$ cat config.mk
export PLATFORM = sky130hd
export DESIGN_NAME = fixed_point_atan2_turns
export DESIGN_NICKNAME = d
export VERILOG_FILES = /design/src/hw/rtl/fpat_pkg.sv /design/src/hw/rtl/fpat_div_cell.sv /design/src/hw/rtl/fpat_poly.sv /design/src/hw/rtl/fixed_point_atan2_turns.sv
export SDC_FILE = /design/constraint.sdc
export NUM_CORES = 2
export LEC_CHECK = 0
export BUFFER_PORTS_ARGS = -buffer_cell sky130_fd_sc_hd__buf_2
export CAP_MARGIN = 20
export CORE_MARGIN = 2
export CORE_UTILIZATION = 60
export DETAILED_ROUTE_END_ITERATION = 10
export PLACE_DENSITY = 0.76
export SETUP_SLACK_MARGIN = 0.1
export SLEW_MARGIN = 10
export SYNTH_ARGS = -nofsm -noshare
export SYNTH_HDL_FRONTEND = slang
export SYNTH_HIERARCHICAL = 1
export SYNTH_SLANG_ARGS = --single-unit
$ cat constraint.sdc
create_clock -name aclk -period 64.4 [get_ports aclk]
set_input_delay 6.44 -clock aclk [delete_from_list [all_inputs] [get_ports aclk]]
set_output_delay 6.44 -clock aclk [all_outputs]
set_load 0.01 [all_outputs]
$ cat src/hw/rtl/fpat_pkg.sv
package fpat_pkg;

    localparam int unsigned MagW      = 32;
    localparam int unsigned FracW     = 16;
    localparam int unsigned QuotW     = FracW + 1;
    localparam int unsigned AngleW    = 16;

    localparam logic [AngleW-1:0] ZeroAngle = 16'hC000;
    localparam logic [AngleW-1:0] Quarter   = 16'h4000;
    localparam logic [AngleW-1:0] Half      = 16'h8000;
    localparam logic [15:0]       OctBase   = 16'h2000;
    localparam logic [15:0]       OctCurve  = 16'h0B20;
    localparam logic [QuotW-1:0]  FxOne     = 17'h10000;

    typedef struct packed {
        logic zero;
        logic mirror;
        logic negate;
        logic swap;
    } fold_t;

    // Partial remainder of the restoring divider, one bit wider than the divisor.
    typedef struct packed {
        logic           vld;
        fold_t          fold;
        logic [MagW:0]  rem;
        logic [MagW-1:0] dvs;
        logic [QuotW-1:0] quo;
    } div_t;

endpackage

$ cat src/hw/rtl/fpat_div_cell.sv
// One restoring-division step: shift in a zero dividend bit, try subtract.
module fpat_div_cell (
    input  logic            aclk,
    input  logic            aresetn,
    input  logic            en,
    input  fpat_pkg::div_t  d_in,
    output fpat_pkg::div_t  d_out
);
    logic [fpat_pkg::MagW+1:0] shf;
    logic [fpat_pkg::MagW+1:0] dif;
    fpat_pkg::div_t            d_reg;
    fpat_pkg::div_t            d_next;

    always_comb begin
        shf    = {d_in.rem, 1'b0};
        dif    = shf - {2'b00, d_in.dvs};
        d_next = d_in;
        if (!dif[fpat_pkg::MagW+1]) begin
            d_next.rem = dif[fpat_pkg::MagW:0];
            d_next.quo = {d_in.quo[fpat_pkg::QuotW-2:0], 1'b1};
        end else begin
            d_next.rem = shf[fpat_pkg::MagW:0];
            d_next.quo = {d_in.quo[fpat_pkg::QuotW-2:0], 1'b0};
        end
    end

    always_ff @(posedge aclk) begin
        if (!aresetn) begin
            d_reg.vld <= 1'b0;
        end else if (en) begin
            d_reg.vld <= d_in.vld;
        end
        if (en) begin
            d_reg.fold <= d_next.fold;
            d_reg.rem  <= d_next.rem;
            d_reg.dvs  <= d_next.dvs;
            d_reg.quo  <= d_next.quo;
        end
    end

    assign d_out = d_reg;
endmodule

$ cat src/hw/rtl/fpat_poly.sv
// Octant polynomial and unfold, three register stages.
module fpat_poly (
    input  logic                          aclk,
    input  logic                          aresetn,
    input  logic                          en,
    input  logic                          in_vld,
    input  fpat_pkg::fold_t               in_fold,
    input  logic [fpat_pkg::QuotW-1:0]    in_r,
    output logic                          out_vld,
    output logic [fpat_pkg::AngleW-1:0]   out_angle
);
    logic [2:0]                  vld_reg;
    fpat_pkg::fold_t             f1_reg, f2_reg;
    logic [fpat_pkg::QuotW-1:0]  r1_reg, r2_reg;
    logic [16:0]                 t1_reg;
    logic [16:0]                 b2_reg;
    logic [fpat_pkg::AngleW-1:0] ang_reg;
    logic [fpat_pkg::AngleW-1:0] ang_next;
    logic [33:0]                 p1, p2;
    logic [16:0]                 a2;

    // (1-r)*curve fits under 17 bits after the shift; r*(base+..) under 16 after it.
    assign p1 = {1'b0, fpat_pkg::FxOne - in_r} * {18'd0, fpat_pkg::OctCurve};
    assign p2 = {17'd0, r2_reg} * {17'd0, b2_reg};
    assign a2 = {1'b0, fpat_pkg::OctBase} + t1_reg;

    always_comb begin
        ang_next = p2[31:16];
        if (f2_reg.swap)   ang_next = fpat_pkg::Quarter - ang_next;
        if (f2_reg.mirror) ang_next = fpat_pkg::Half - ang_next;
        if (f2_reg.negate) ang_next = '0 - ang_next;
        if (f2_reg.zero)   ang_next = fpat_pkg::ZeroAngle;
    end

    always_ff @(posedge aclk) begin
        if (!aresetn) begin
            vld_reg <= '0;
        end else if (en) begin
            vld_reg <= {vld_reg[1:0], in_vld};
        end
        if (en) begin
            f1_reg  <= in_fold;
            r1_reg  <= in_r;
            t1_reg  <= p1[32:16];
            f2_reg  <= f1_reg;
            r2_reg  <= r1_reg;
            b2_reg  <= a2;
            ang_reg <= ang_next;
        end
    end

    assign out_vld   = vld_reg[2];
    assign out_angle = ang_reg;
endmodule

$ cat src/hw/rtl/fixed_point_atan2_turns.sv
// fixed_point_atan2_turns: angle of a screen-space 16.16 vector in 1/65536 turns.
// Input channel s_valid/s_ready carries s_vec_x and s_vec_y (signed 16.16,
// y down positive). Result channel m_valid/m_ready carries m_angle.
// A zero vector gives 0xC000.
// Throughput: one vector per cycle unless stalled. From transfer to m_valid an
// item passes one fold stage (its output also decides the first quotient
// bit), a chain of 16 restoring-divider cells (one quotient bit each), three
// stages of polynomial and unfold, and the output register.
// The whole pipeline advances as one; it keeps moving while m_valid is low or
// m_ready is high, and stops only when a result waits and m_ready is low.
// s_ready is low only in that stalled case.
// Reset (aresetn low, synchronous) drops every item in flight and clears all
// valid flags; results do not survive reset.
module fixed_point_atan2_turns (
    input  logic                                aclk,
    input  logic                                aresetn,
    input  logic                                s_valid,
    output logic                                s_ready,
    input  logic signed [fpat_pkg::MagW-1:0]    s_vec_x,
    input  logic signed [fpat_pkg::MagW-1:0]    s_vec_y,
    output logic                                m_valid,
    input  logic                                m_ready,
    output logic [fpat_pkg::AngleW-1:0]         m_angle
);
    localparam int unsigned Cells = fpat_pkg::QuotW;
    localparam int unsigned W = fpat_pkg::MagW;

    logic                 en;
    logic [W:0]           ax, ay;
    logic                 sw;
    fpat_pkg::div_t       f_reg, f_next;
    fpat_pkg::div_t       seed;
    fpat_pkg::div_t       chain [0:Cells];
    logic                 p_vld;
    logic [fpat_pkg::AngleW-1:0] p_ang;
    logic                 o_vld_reg;
    logic [fpat_pkg::AngleW-1:0] o_ang_reg;

    // Advance whenever the output slot is free or being emptied.
    assign en      = !o_vld_reg || m_ready;
    assign s_ready = en;

    always_comb begin
        ax = s_vec_x[W-1] ? ({1'b0, ~s_vec_x} + 1'b1) : {1'b0, s_vec_x};
        ay = s_vec_y[W-1] ? ({1'b0, ~s_vec_y} + 1'b1) : {1'b0, s_vec_y};
        sw = ay > ax;
        f_next.vld         = s_valid;
        f_next.fold.zero   = (s_vec_x == '0) && (s_vec_y == '0);
        f_next.fold.mirror = s_vec_x[W-1];
        // math y = -vec_y: negative when vec_y is positive
        f_next.fold.negate = !s_vec_y[W-1] && (s_vec_y != '0);
        f_next.fold.swap   = sw;
        // lo<<16 / hi: start with rem = lo; the 2^16 digit is taken first
        f_next.rem = sw ? {1'b0, ax[W-1:0]} : {1'b0, ay[W-1:0]};
        f_next.dvs = sw ? ay[W-1:0] : ax[W-1:0];
        f_next.quo = '0;
        if (f_next.fold.zero) f_next.dvs = {{(W-1){1'b0}}, 1'b1};
    end

    // Take the 2^16 digit (lo >= hi) before the shifting cells.
    always_comb begin
        seed = f_reg;
        if (f_reg.rem[W-1:0] >= f_reg.dvs) begin
            seed.rem = f_reg.rem - {1'b0, f_reg.dvs};
            seed.quo = {{(Cells-1){1'b0}}, 1'b1};
        end else begin
            seed.quo = '0;
        end
    end

    always_ff @(posedge aclk) begin
        if (!aresetn) begin
            f_reg.vld <= 1'b0;
        end else if (en) begin
            f_reg.vld <= f_next.vld;
        end
        if (en) begin
            f_reg.fold <= f_next.fold;
            f_reg.rem  <= f_next.rem;
            f_reg.dvs  <= f_next.dvs;
            f_reg.quo  <= f_next.quo;
        end
    end

    assign chain[0] = seed;

    genvar gi;
    generate
        for (gi = 0; gi < Cells - 1; gi++) begin : g_div
            fpat_div_cell u_cell (
                .aclk    (aclk),
                .aresetn (aresetn),
                .en      (en),
                .d_in    (chain[gi]),
                .d_out   (chain[gi+1])
            );
        end
    endgenerate
    assign chain[Cells] = chain[Cells-1];

    fpat_poly u_poly (
        .aclk      (aclk),
        .aresetn   (aresetn),
        .en        (en),
        .in_vld    (chain[Cells].vld),
        .in_fold   (chain[Cells].fold),
        .in_r      (chain[Cells].quo),
        .out_vld   (p_vld),
        .out_angle (p_ang)
    );

    always_ff @(posedge aclk) begin
        if (!aresetn) begin
            o_vld_reg <= 1'b0;
        end else if (en) begin
            o_vld_reg <= p_vld;
        end
        if (en) begin
            o_ang_reg <= p_ang;
        end
    end

    assign m_valid = o_vld_reg;
    assign m_angle = o_ang_reg;
endmodule

==> impl_metrics.env <==
export IMPL_post_route_met1_wirelength_um=79900
export IMPL_dp_hpwl_um=153000
export IMPL_path_delay_family="simple AND/OR/NAND/NOR gates"
export IMPL_topRoutingLayerUsed="met5"
export IMPL_wl_met2_um=101000
export IMPL_worst_slew_pin_slew_ns=1.15
export IMPL_gr_usage_all_layers_pct=25.2
export IMPL_cts_setup_buffers=0
export IMPL_route_detailed_vias_per_inst=5.91
export IMPL_setup_repair_after_global_routing_missed_its_margin="false"
export IMPL_placedInstanceArea_mm2=0.0944
export IMPL_tritoncts_clock_tree="done"
export IMPL_clock_root_buffer="sky130_fd_sc_hd__clkbuf_16"
export IMPL_detail_route_iter0_violations=4873
export IMPL_timing_max_transition_violations_final=0
export IMPL_critPathMostFrequentCell="sky130_fd_sc_hd__buf_2"
export IMPL_proportion_of_layout_cells_with_a_drive_suffix_above_1_pct=8.05
export IMPL_largest_register_ffs=1207
export IMPL_post_synth_instance_area_mm2=0.0922
export IMPL_buffer_ports_inserted=85
export IMPL_avgRoutedWirePerCell_um=18.8
export IMPL_gr_total_overflow=0
export IMPL_min_period_ns=13.61
export IMPL_io_pins=86
export IMPL_flow_area_growth_from_synthesis_pct=7.69
export IMPL_timing_setup_critical_path_class="input pin to primary output"
export IMPL_place_gp_congestion=0.916
export IMPL_dr_total_vias=62600
export IMPL_final_cells=10600
export IMPL_maxSlewHeadroom_pct=21.3
export IMPL_arrival_time_of_data_at_the_critical_path_endpoint_ns=7.17
export IMPL_grt_antenna_before_repair=4
export IMPL_cts_root_to_sink_buffers=3
export IMPL_chipWidth_um=396
export IMPL_nets_final=9472
export IMPL_crit_path_cell_trace="buf_2 > nand2b_4 > buf_2"
export IMPL_detail_route_antenna_nets=0
export IMPL_postLayoutCellArea_mm2=0.0993
export IMPL_filler_cell_count=11500
export IMPL_yosysWarnings=6
export IMPL_wirelength_um=199000
export IMPL_start_kind="input pin"
export IMPL_crit_path_end_kind="primary output"
export IMPL_worst_skew_pair_late_latency_ns=0.79
export IMPL_initial_utilization_pct=60.5
export IMPL_critPathMaxStageDelay_ns=0.37
export IMPL_detail_route_drc_violations=0
export IMPL_dpl_cell_count=10300
export IMPL_post_cts_hold_buffers=0
export IMPL_finalSetupViolCount=0
export IMPL_numCtsBuffers=149
export IMPL_rows=143
export IMPL_ctsHtreeMaxLevel=4
export IMPL_post_cts_resized_instances=0
export IMPL_path_buf_inv=2
export IMPL_first_global_vias=61900
export IMPL_post_place_ws_ns=50.75
export IMPL_slowest_stage="sky130_fd_sc_hd__nand2b_4"
export IMPL_final_worst_path_period_share_pct=21.1
export IMPL_floorplan_core_area_mm2=0.152
export IMPL_path_max_fanout=14
export IMPL_avgSynthCellArea_um2=10.9
export IMPL_synth_cells=8423
export IMPL_worst_setup_hold_path_clk_slew_ns=0.06
export IMPL_required_ns=57.96
export IMPL_die_height_um=396
export IMPL_grt_first_pass_wirelength_um=320000
export IMPL_outcome="complete, no violations"
export IMPL_floorplan_die_area_mm2=0.157
export IMPL_grt_max_degree=158
export IMPL_hold_violations=0
export IMPL_max_freq_mhz=73.5
export IMPL_first_pass_iters=8
export IMPL_min_path_type="flop to flop"
export IMPL_synth_fp_nets=9441
export IMPL_numClockSinks=1380
export IMPL_wl_met3_um=8630
export IMPL_max_cap_viol_count=0
export IMPL_totalNegativeSetupSlack_ns=0
export IMPL_post_route_worst_setup_slack_ns=50.79
export IMPL_final_setup_skew_ns=0.0458
==> worst paths after layout <==
path	depth (start not counted)	slack, ns	to	startpoint
setup / recovery	3	50.79	s_ready	m_ready
hold / removal	0	0.39	g_div[13].u_cell/d_out[85]	g_div[12].u_cell/d_out[85]
setup reg to reg	28	55.22	u_poly/out_angle[15]	u_poly/r2_reg[11]
hold reg to reg	0	0.39	g_div[13].u_cell/d_out[85]	g_div[12].u_cell/d_out[85]
==> layer usage <==
| layer | up-vias | track usage (%) |
|---|---|---|
| li1 | 30300 | - |
| met1 | 30100 | 30.4 |
| met2 | 1687 | 44.8 |
| met3 | 456 | 3.21 |
| met4 | 2 | 11.6 |
| met5 | - | 0 |
==> worst reg2reg max path: cells and delay by family, from the launching register on <==
kind            cells  cell delay [ns]
buf+inv             4             0.37
flops               1             0.82
simple gates        6             1.51
mux                 3             0.70
compound gates      7             1.93
fa+ha+maj           8             3.60
==> final cells by class <==
class                      count  area, um2  area share (%)
antenna                        1       2.50         0.00252
clock buffer                 171       3810            3.84
clock inverter                90       1060            1.07
inverter                     975       3660            3.69
multi-input combinational   5832      46300            46.6
sequential                  1380      41200            41.5
tap                         2030       2540            2.56
timing repair buffer         116        696           0.701
==> per-stage QoR <==
stage	utilization, %	hold slack [ns]
after floorplan	-	0.400
after global placement	62.0	0.401
after detailed placement	62.0	0.405
after CTS	65.2	0.377
after global routing	65.2	0.398
final	65.2	0.385
==> cell usage in the layout (no fill, tap or decap), drive strengths merged, types with 60 or more instances in the layout <==
cell type,instances
a21oi,582
mux2,317
clkbuf,171
buf,116
nor2,435
a211oi,60
ha,730
nor3,84
nand2b,77
o21ai,434
fa,220
edfxtp,1359
a21o,255
nand2,657
and2,139
mux2i,94
nand3,121
o21a,63
nand4,92
nor2b,93
xor2,266
clkinv,60
inv,985
xnor2,333
Power is not shown: default switching activity piles up to over one toggle a cycle in this logic, so the estimate is an artifact.
